## src/rtl/core/sssd_pkg.sv

```systemverilog
package sssd_pkg;

  localparam int NIBBLE_W   = 4;
  localparam int SLOT_COUNT = 4;
  localparam int POS_W      = 2;
  localparam int PACKED_W   = 16;
  localparam int VALUE_W    = 16;
  localparam int PORT_W     = 8;

  // Value modulo 10000 fits in 14 bits; quotients of it by 10, 100 and 1000.
  localparam int REM_W   = 14;
  localparam int Q10_W   = 10;
  localparam int Q100_W  = 7;
  localparam int Q1000_W = 4;
  localparam int PROD_W  = 30;

  // Reciprocal constants, exact for dividends below 10000.
  localparam logic [15:0] RECIP_10   = 16'd52429;
  localparam int          SHIFT_10   = 19;
  localparam logic [15:0] RECIP_100  = 16'd5243;
  localparam int          SHIFT_100  = 19;
  localparam logic [15:0] RECIP_1000 = 16'd8389;
  localparam int          SHIFT_1000 = 23;

  localparam logic [VALUE_W-1:0] TEN_THOUSAND = 16'd10000;

  typedef enum logic [1:0] {
    REQ_SET_DIGITS = 2'd0,
    REQ_SET_VALUE  = 2'd1,
    REQ_TICK       = 2'd2,
    REQ_NONE       = 2'd3
  } req_t;

  typedef struct packed {
    req_t                kind;
    logic [PACKED_W-1:0] digits;
    logic [REM_W-1:0]    rem;
  } rem_item_t;

  typedef struct packed {
    req_t                kind;
    logic [PACKED_W-1:0] digits;
    logic [REM_W-1:0]    rem;
    logic [Q10_W-1:0]    q10;
    logic [Q100_W-1:0]   q100;
    logic [Q1000_W-1:0]  q1000;
  } split_t;

endpackage

```

## src/rtl/core/sssd_ifs.sv

```systemverilog
interface sssd_in_if;
  logic                            valid;
  logic                            ready;
  logic [1:0]                      req_type;
  logic [sssd_pkg::PACKED_W-1:0]   digits_packed;
  logic [sssd_pkg::VALUE_W-1:0]    binary_value;

  modport source (output valid, output req_type, output digits_packed,
                  output binary_value, input ready);
  modport sink   (input valid, input req_type, input digits_packed,
                  input binary_value, output ready);
endinterface

interface sssd_out_if;
  logic                          valid;
  logic                          ready;
  logic [sssd_pkg::PORT_W-1:0]   port_byte;

  modport source (output valid, output port_byte, input ready);
  modport sink   (input valid, input port_byte, output ready);
endinterface

```

## src/rtl/core/sssd_split.sv

```systemverilog
module sssd_split (
  input  logic                          clk,
  input  logic                          rst_n,
  input  logic                          in_valid,
  output logic                          in_ready,
  input  logic [1:0]                    in_kind,
  input  logic [sssd_pkg::PACKED_W-1:0] in_digits,
  input  logic [sssd_pkg::VALUE_W-1:0]  in_value,
  output logic                          split_valid,
  input  logic                          split_ready,
  output sssd_pkg::split_t              split
);

  logic                          s0_valid_r;
  sssd_pkg::req_t                s0_kind_r;
  logic [sssd_pkg::PACKED_W-1:0] s0_digits_r;
  logic [sssd_pkg::VALUE_W-1:0]  s0_value_r;

  logic                          s1_valid_r;
  sssd_pkg::rem_item_t           s1_item_r;
  logic                          s2_valid_r;
  sssd_pkg::split_t              s2_item_r;

  logic                          s0_ready;
  logic                          s1_ready;
  logic                          s2_ready;
  logic [2:0]                    tt;
  logic [sssd_pkg::VALUE_W-1:0]  tt_sub;
  sssd_pkg::rem_item_t           s1_item_nxt;
  logic [sssd_pkg::PROD_W-1:0]   p10;
  logic [sssd_pkg::PROD_W-1:0]   p100;
  logic [sssd_pkg::PROD_W-1:0]   p1000;
  sssd_pkg::split_t              s2_item_nxt;

  assign s2_ready = !s2_valid_r || split_ready;
  assign s1_ready = !s1_valid_r || s2_ready;
  assign s0_ready = !s0_valid_r || s1_ready;
  assign in_ready = s0_ready;

  // Ten-thousands count by compare, then drop it from the value.
  always_comb begin
    priority if (s0_value_r >= 16'd60000) tt = 3'd6;
    else if (s0_value_r >= 16'd50000) tt = 3'd5;
    else if (s0_value_r >= 16'd40000) tt = 3'd4;
    else if (s0_value_r >= 16'd30000) tt = 3'd3;
    else if (s0_value_r >= 16'd20000) tt = 3'd2;
    else if (s0_value_r >= 16'd10000) tt = 3'd1;
    else tt = 3'd0;
    tt_sub             = sssd_pkg::VALUE_W'(tt) * sssd_pkg::TEN_THOUSAND;
    s1_item_nxt.kind   = s0_kind_r;
    s1_item_nxt.digits = s0_digits_r;
    s1_item_nxt.rem    = sssd_pkg::REM_W'(s0_value_r - tt_sub);
  end

  // Quotients of the remainder by 10, 100 and 1000 through reciprocals.
  always_comb begin
    p10   = sssd_pkg::PROD_W'(s1_item_r.rem) * sssd_pkg::PROD_W'(sssd_pkg::RECIP_10);
    p100  = sssd_pkg::PROD_W'(s1_item_r.rem) * sssd_pkg::PROD_W'(sssd_pkg::RECIP_100);
    p1000 = sssd_pkg::PROD_W'(s1_item_r.rem) * sssd_pkg::PROD_W'(sssd_pkg::RECIP_1000);
    s2_item_nxt.kind   = s1_item_r.kind;
    s2_item_nxt.digits = s1_item_r.digits;
    s2_item_nxt.rem    = s1_item_r.rem;
    s2_item_nxt.q10    = sssd_pkg::Q10_W'(p10 >> sssd_pkg::SHIFT_10);
    s2_item_nxt.q100   = sssd_pkg::Q100_W'(p100 >> sssd_pkg::SHIFT_100);
    s2_item_nxt.q1000  = sssd_pkg::Q1000_W'(p1000 >> sssd_pkg::SHIFT_1000);
  end

  always_ff @(posedge clk) begin
    if (!rst_n) begin
      s0_valid_r <= 1'b0;
      s1_valid_r <= 1'b0;
      s2_valid_r <= 1'b0;
    end else begin
      if (s0_ready) s0_valid_r <= in_valid;
      if (s1_ready) s1_valid_r <= s0_valid_r;
      if (s2_ready) s2_valid_r <= s1_valid_r;
    end
    if (s0_ready && in_valid) begin
      s0_kind_r   <= sssd_pkg::req_t'(in_kind);
      s0_digits_r <= in_digits;
      s0_value_r  <= in_value;
    end
    if (s1_ready && s0_valid_r) s1_item_r <= s1_item_nxt;
    if (s2_ready && s1_valid_r) s2_item_r <= s2_item_nxt;
  end

  assign split_valid = s2_valid_r;
  assign split       = s2_item_r;

endmodule

```

## src/rtl/core/sssd_scan.sv

```systemverilog
module sssd_scan #(
  parameter int DIGIT_COUNT = 4
) (
  input  logic                        clk,
  input  logic                        rst_n,
  input  logic                        split_valid,
  output logic                        split_ready,
  input  sssd_pkg::split_t            split,
  output logic                        out_valid,
  input  logic                        out_ready,
  output logic [sssd_pkg::PORT_W-1:0] port_byte
);

  localparam int NW = sssd_pkg::NIBBLE_W;
  localparam int SC = sssd_pkg::SLOT_COUNT;

  logic [NW-1:0]                 shown_r   [SC];
  logic [NW-1:0]                 shown_nxt [SC];
  logic [NW-1:0]                 pending_r [SC];
  logic [NW-1:0]                 pending_nxt [SC];
  logic                          pending_new_r;
  logic                          pending_new_nxt;
  logic [sssd_pkg::POS_W-1:0]    pos_r;
  logic [sssd_pkg::POS_W-1:0]    pos_nxt;
  logic                          out_valid_r;
  logic                          out_valid_nxt;
  logic [sssd_pkg::PORT_W-1:0]   port_byte_r;
  logic [sssd_pkg::PORT_W-1:0]   port_byte_nxt;

  logic                          out_free;
  logic                          is_tick;
  logic                          fire;
  logic [NW-1:0]                 dec [SC];
  logic [sssd_pkg::POS_W:0]      pos_inc;
  logic [NW-1:0]                 sel;

  assign out_free    = !out_valid_r || out_ready;
  assign is_tick     = (split.kind == sssd_pkg::REQ_TICK);
  assign split_ready = !is_tick || out_free;
  assign fire        = split_valid && split_ready;
  assign pos_inc     = (sssd_pkg::POS_W+1)'(pos_r) + 3'd1;
  assign sel         = 4'b0001 << pos_r;

  // Decimal digits from the remainder and its quotients.
  always_comb begin
    dec[0] = NW'(split.rem - sssd_pkg::REM_W'(split.q10) * 14'd10);
    dec[1] = NW'(split.q10 - sssd_pkg::Q10_W'(split.q100) * 10'd10);
    dec[2] = NW'(split.q100 - sssd_pkg::Q100_W'(split.q1000) * 7'd10);
    dec[3] = split.q1000;
  end

  always_comb begin
    shown_nxt       = shown_r;
    pending_nxt     = pending_r;
    pending_new_nxt = pending_new_r;
    pos_nxt         = pos_r;
    out_valid_nxt   = out_free ? 1'b0 : out_valid_r;
    port_byte_nxt   = port_byte_r;
    if (fire) begin
      unique case (split.kind)
        sssd_pkg::REQ_SET_DIGITS: begin
          for (int k = 0; k < SC; k++) pending_nxt[k] = split.digits[k*NW +: NW];
          pending_new_nxt = 1'b1;
        end
        sssd_pkg::REQ_SET_VALUE: begin
          pending_nxt     = dec;
          pending_new_nxt = 1'b1;
        end
        sssd_pkg::REQ_TICK: begin
          if (pending_new_r) shown_nxt = pending_r;
          pending_new_nxt = 1'b0;
          out_valid_nxt   = 1'b1;
          port_byte_nxt   = {sel, shown_nxt[pos_r]};
          if (pos_inc >= (sssd_pkg::POS_W+1)'(DIGIT_COUNT)) pos_nxt = '0;
          else pos_nxt = sssd_pkg::POS_W'(pos_inc);
        end
        default: begin
        end
      endcase
    end
  end

  always_ff @(posedge clk) begin
    if (!rst_n) begin
      for (int k = 0; k < SC; k++) begin
        shown_r[k]   <= '0;
        pending_r[k] <= '0;
      end
      pending_new_r <= 1'b0;
      pos_r         <= '0;
      out_valid_r   <= 1'b0;
    end else begin
      shown_r       <= shown_nxt;
      pending_r     <= pending_nxt;
      pending_new_r <= pending_new_nxt;
      pos_r         <= pos_nxt;
      out_valid_r   <= out_valid_nxt;
    end
    port_byte_r <= port_byte_nxt;
  end

  assign out_valid = out_valid_r;
  assign port_byte = port_byte_r;

endmodule

```

## src/rtl/core/seven_segment_scan_driver.sv

```systemverilog
// Four-digit multiplexed display driver with a double-buffered digit store. Each transfer on
// in_req is one request: set four digit nibbles, set a 16-bit binary value (shown as its four
// low decimal digits, ten-thousands dropped), or a refresh tick. Writes fill the pending
// buffer; a tick first copies fresh pending digits to the shown buffer, then emits one
// port byte on out_res (one-hot display select in bits 7..4, shown digit in bits 3..0) and
// advances the scan, wrapping after DIGIT_COUNT displays. The block takes one request per
// cycle while in_ready is high; a tick's port byte passes through the input register (loaded
// at the transfer edge), the modulo-10000 stage, the reciprocal quotient stage and the result
// register in that order. Writes produce nothing. A tick waits in the quotient stage only
// while the result register holds an untaken byte; the two stages behind it take up to two
// more requests meanwhile, then in_ready drops until the byte is taken.
module seven_segment_scan_driver #(
  parameter int DIGIT_COUNT = 4
) (
  input  logic       clk,
  input  logic       rst_n,
  sssd_in_if.sink    in_req,
  sssd_out_if.source out_res
);

  // Handshake between the conversion pipe and the scan state.
  logic             split_valid;
  logic             split_ready;
  sssd_pkg::split_t split;

  // Register the request, drop ten-thousands, then form decimal quotients.
  sssd_split u_split (
    .clk         (clk),
    .rst_n       (rst_n),
    .in_valid    (in_req.valid),
    .in_ready    (in_req.ready),
    .in_kind     (in_req.req_type),
    .in_digits   (in_req.digits_packed),
    .in_value    (in_req.binary_value),
    .split_valid (split_valid),
    .split_ready (split_ready),
    .split       (split)
  );

  // Update the digit buffers and scan position; hold the port byte until taken.
  sssd_scan #(
    .DIGIT_COUNT (DIGIT_COUNT)
  ) u_scan (
    .clk         (clk),
    .rst_n       (rst_n),
    .split_valid (split_valid),
    .split_ready (split_ready),
    .split       (split),
    .out_valid   (out_res.valid),
    .out_ready   (out_res.ready),
    .port_byte   (out_res.port_byte)
  );

endmodule

```

## src/flat_wrapper.sv

```systemverilog
// flat-port wrapper written by rule: the top's interface ports become plain ports
module seven_segment_scan_driver_flat 
#(
  parameter int DIGIT_COUNT = 4
)
  (clk, rst_n, in_req_valid, in_req_req_type, in_req_digits_packed, in_req_binary_value, in_req_ready, out_res_valid, out_res_port_byte, out_res_ready);
  sssd_in_if in_req_i ();
  sssd_out_if out_res_i ();
  input  logic clk;
  input  logic rst_n;
  input wire logic [$bits(in_req_i.valid)-1:0] in_req_valid;
  input wire logic [$bits(in_req_i.req_type)-1:0] in_req_req_type;
  input wire logic [$bits(in_req_i.digits_packed)-1:0] in_req_digits_packed;
  input wire logic [$bits(in_req_i.binary_value)-1:0] in_req_binary_value;
  output wire logic [$bits(in_req_i.ready)-1:0] in_req_ready;
  output wire logic [$bits(out_res_i.valid)-1:0] out_res_valid;
  output wire logic [$bits(out_res_i.port_byte)-1:0] out_res_port_byte;
  input wire logic [$bits(out_res_i.ready)-1:0] out_res_ready;
  assign in_req_i.valid = in_req_valid;
  assign in_req_i.req_type = in_req_req_type;
  assign in_req_i.digits_packed = in_req_digits_packed;
  assign in_req_i.binary_value = in_req_binary_value;
  assign in_req_ready = in_req_i.ready;
  assign out_res_valid = out_res_i.valid;
  assign out_res_port_byte = out_res_i.port_byte;
  assign out_res_i.ready = out_res_ready;
  seven_segment_scan_driver #(.DIGIT_COUNT(DIGIT_COUNT)) u_core (.clk(clk), .rst_n(rst_n), .in_req(in_req_i), .out_res(out_res_i));
endmodule
```

## config.mk

```make
export PLATFORM = sky130hd
export DESIGN_NAME = seven_segment_scan_driver_flat
export DESIGN_NICKNAME = d
export VERILOG_FILES = /design/src/rtl/core/sssd_pkg.sv /design/src/rtl/core/sssd_ifs.sv /design/src/rtl/core/sssd_split.sv /design/src/rtl/core/sssd_scan.sv /design/src/rtl/core/seven_segment_scan_driver.sv /design/src/flat_wrapper.sv
export SDC_FILE = /design/constraint.sdc
export NUM_CORES = 1
export LEC_CHECK = 0
export BUFFER_PORTS_ARGS = -buffer_cell sky130_fd_sc_hd__buf_2
export CAP_MARGIN = 25
export CORE_MARGIN = 2
export CORE_UTILIZATION = 55
export CTS_BUF_LIST = sky130_fd_sc_hd__clkbuf_8 sky130_fd_sc_hd__clkbuf_16
export CTS_CLUSTER_DIAMETER = 60
export CTS_CLUSTER_SIZE = 28
export DETAILED_ROUTE_END_ITERATION = 10
export PLACE_DENSITY = 0.78
export SYNTH_ARGS = -nofsm -noshare
export SYNTH_HDL_FRONTEND = slang
export SYNTH_SLANG_ARGS = --single-unit
```

## constraint.sdc

```tcl
create_clock -name clk -period 8.1 [get_ports clk]
set_input_delay 0.405 -clock clk [delete_from_list [all_inputs] [get_ports clk]]
set_output_delay 0.405 -clock clk [all_outputs]
set_load 0.1 [all_outputs]
```

==> out/metrics.yaml <==
critical_path:
  cp-end-kind: "register"
  start_kind: "register"
  path_class: "reg -> reg"
  critPathMaxFanout: 13
  crit_required_ps: 8260
  arrival_ps: 6240
cts:
  cts_setup_buffers: 0
  root_buffer: "clkbuf_16"
  cts_made_buffers: 17
  h-tree-depth: 4
  cts-hold-fix-buffers: 0
  clk_pin_slew_ps: 80
  clock_sink_count: 147
  clk_latency_ps: 430
  cts_resized: 0
  cts_tree: "done"
  clockBufferDepth: 2
grt:
  grt_pass1_wl_um: 45100
  grt_max_degree: 40
  gr-usage-all-layers_pct: 21.95
  grt_pass1_vias: 9091
  grt_antenna_before_repair: 0
  overflow: 0
floorplanning:
  die_w_um: 161.3
  start_util_pct: 55.98
  die_area_um2: 26030
  coreArea_um2: 24320
  die_h_um: 161.3
  num_rows: 57
  io_pins: 48
cells_and_area:
  antenna_cells: 0
  multi_input_area_um2: 8386
  seq_area_um2: 4024
  finalNonFillerCells: 1617
  syn_to_final_growth_pct: 9.247
  fin_area_um2: 14870
  drive_gt1_share_pct: 8.507
  fillers: 1889
  nets: 1700
logic_synthesis:
  syn_inst: 1226
  muxShareOfSynthArea_pct: 2.463
  synth_fa_ha_area_share_pct: 42.83
  yosysUniqueCellTypes: 63
  synth_compound_area_share_pct: 8.153
  yosys_most_used_dff: "edfxtp_1"
  synth_area_um2: 13610
  ys_seq_area_share_pct: 29.56
  avgSynthCellArea_um2: 11.10
  ys_warn_count: 0
  synth_edf_count: 108
  synthXorXnorAreaFrac_pct: 2.123
  ys_seq_elements: 147
  synth-simple-area-share_pct: 5.800
  async_flop_share_pct: 0
  synth.net_count: 1646
  synth_top_family_by_area: "adder cells"
routing:
  antenna_left: 0
  num_vias: 8680
  wl_um: 26940
  drtPass1Iterations: 5
  wire_per_inst_um: 16.66
  drtIter0Drc: 429
  vias_per_cell: 5.368
  drc: 0
place:
  port_buffers: 47
  place_inst: 1581
  post-dp-hpwl_um: 21700
  gp_congestion: 0.9107
  placed_area_um2: 14220
  post-place-ws_ps: 2017
sta:
  setup_tns_ps: 0
  setup_slack_ps: 2015
  setup_viol: 0
  max_freq_mhz: 164.3
  post-route-period-util_pct: 75.13
  slew_viol_final: 0
  period_needed_ps: 6085
  slew-limit-headroom_pct: 46.85
  final.setup_skew_ps: 16.15
  tightest_slew_ps: 797.2
  hold_viol: 0
  rsz0062_at_grt: "false"
run_status:
  status: "finished clean"
job:
  maxCapViolCount: 0
worst_hold_path:
  hp-class: "in -> reg"
## metrics by stage
stage               utilization (%)  hold slack, ps
floorplan                         -           400.3
CTS                           60.92           143.3
detailed placement            58.49           404.5
global route                  61.15           148.2
global placement              58.49           402.2
finish                        61.15           148.1
## layer usage
| layer | part of all wire (%) | up-vias | track usage [%] |
|---|---|---|---|
| li1 | - | 4184 | - |
| met1 | 45 | 4249 | 29.90 |
| met2 | 49 | 204 | 37.53 |
| met3 | 4.1 | 43 | 2.440 |
| met4 | 2.3 | 0 | 6.088 |
| met5 | 0 | - | 0 |
## area by class of cell
cell class / instances / share of cell area (%)
Timing Repair Buffer: 54 / 2.112
Sequential cell: 147 / 27.06
Clock inverter: 15 / 1.111
Clock buffer: 17 / 2.861
Inverter: 307 / 7.749
Multi-Input combinational cell: 753 / 56.39
Tap cell: 324 / 2.726
## state kept, by name, summed over array words and instances (netlist names)
name	flops
u_core.u_scan.pending_new_r	1
u_core.u_scan.port_byte	8
u_core.u_split.s1_item_r	32
u_core.u_scan.shown_r	16
u_core.u_split.split	34
u_core.u_split.split_valid	1
u_core.u_split.s0_digits_r	16
u_core.u_split.s1_valid_r	1
u_core.u_scan.pending_r	16
u_core.u_split.s0_kind_r	2
u_core.u_split.s0_value_r	16
u_core.u_scan.pos_r	2
u_core.u_split.s0_valid_r	1
u_core.u_scan.out_valid	1
## final timing paths
kind	depth (start not counted)	endpoint	from	slack (ps)
worst max-delay path	20	u_core.u_split.split[13]	u_core.u_split.s1_item_r[12]	2010
worst min-delay path	1	u_core.u_split.s0_value_r[6]	in_req_binary_value[6]	150
worst max register to register	20	u_core.u_split.split[13]	u_core.u_split.s1_item_r[12]	2010
worst min register to register	0	u_core.u_split.split[37]	u_core.u_split.s1_item_r[16]	420
## cell families (layout without fill, tap and decap cells)
| family | Yosys count | count (layout) |
|---|---|---|
| adders and majority gates | 382 | 382 |
| buffers and inverters | 326 | 393 |
| and+or+nand+nor | 158 | 158 |
| AOI/OAI and AO/OA | 157 | 157 |
| DFF | 147 | 147 |
| xor gates and xnor gates | 33 | 33 |
| muxes | 23 | 23 |
## cells in the mapped netlist (2+ instances only)
cell type	n	area (µm²)
inv_1	307	1152
ha_1	242	3028
fa_1	140	2803
edfxtp_1	108	3243
nand2_1	67	251.5
dfxtp_1	39	780.8
a21oi_1	31	155.2
xnor2_1	26	227.7
a21boi_0	22	165.2
o21ai_0	22	110.1
a21o_1	16	120.1
nor2_1	15	56.30
clkbuf_1	14	52.55
nand3_1	13	65.06
nor2b_1	13	81.33
o211a_1	13	130.1
mux2i_1	11	110.1
mux4_2	8	180.2
nand2b_1	8	50.05
nand4_1	8	50.05
o21a_1	8	60.06
o211ai_1	7	52.55
xor2_1	7	61.31
a211oi_1	6	45.04
nor3_1	6	30.03
a31oi_1	5	31.28
a2111oi_0	4	35.03
mux2_2	4	45.04
nor4_1	4	25.02
or2_2	4	25.02
a221oi_1	3	26.28
and2_1	3	18.77
and3_1	3	18.77
o2111ai_1	3	26.28
o221ai_1	3	26.28
a211o_1	2	17.52
a41o_1	2	20.02
buf_2	2	10.01
or2b_1	2	15.01
or4_1	2	15.01
## cells in the final DEF (no fill, tap or decap), types with 5 or more instances in the layout
cell,instances
inv_8,5
nand3_1,13
nor2_1,15
nor3_1,6
a21oi_1,31
fa_1,140
nand2b_1,8
nor2b_1,11
mux4_2,8
clkbuf_16,17
xor2_1,7
xnor2_1,26
dfxtp_1,39
nand2_1,67
o21a_1,8
o211ai_1,7
a21o_1,16
mux2i_1,11
o211a_1,13
nand4_1,8
edfxtp_1,108
buf_2,47
inv_1,307
a21boi_0,21
ha_1,242
o21ai_0,22
a211oi_1,6
## critical path, stage by stage, from the launching register on
cell and delay, ps:
edfxtp_1 760, inv_1 190, ha_1 330, inv_1 90
fa_1 540, inv_1 70, fa_1 480, fa_1 550
inv_1 50, fa_1 500, inv_1 60, fa_1 500
inv_1 50, ha_1 300, and2_1 160, a221oi_1 360
nand4bb_1 190, nand4_1 170, nand2_1 90, a211oi_1 280
nor2_1 80
Power is left out: the tool's default activity adds up to more than one toggle a clock period on the data nets, which glitch-free logic cannot reach.
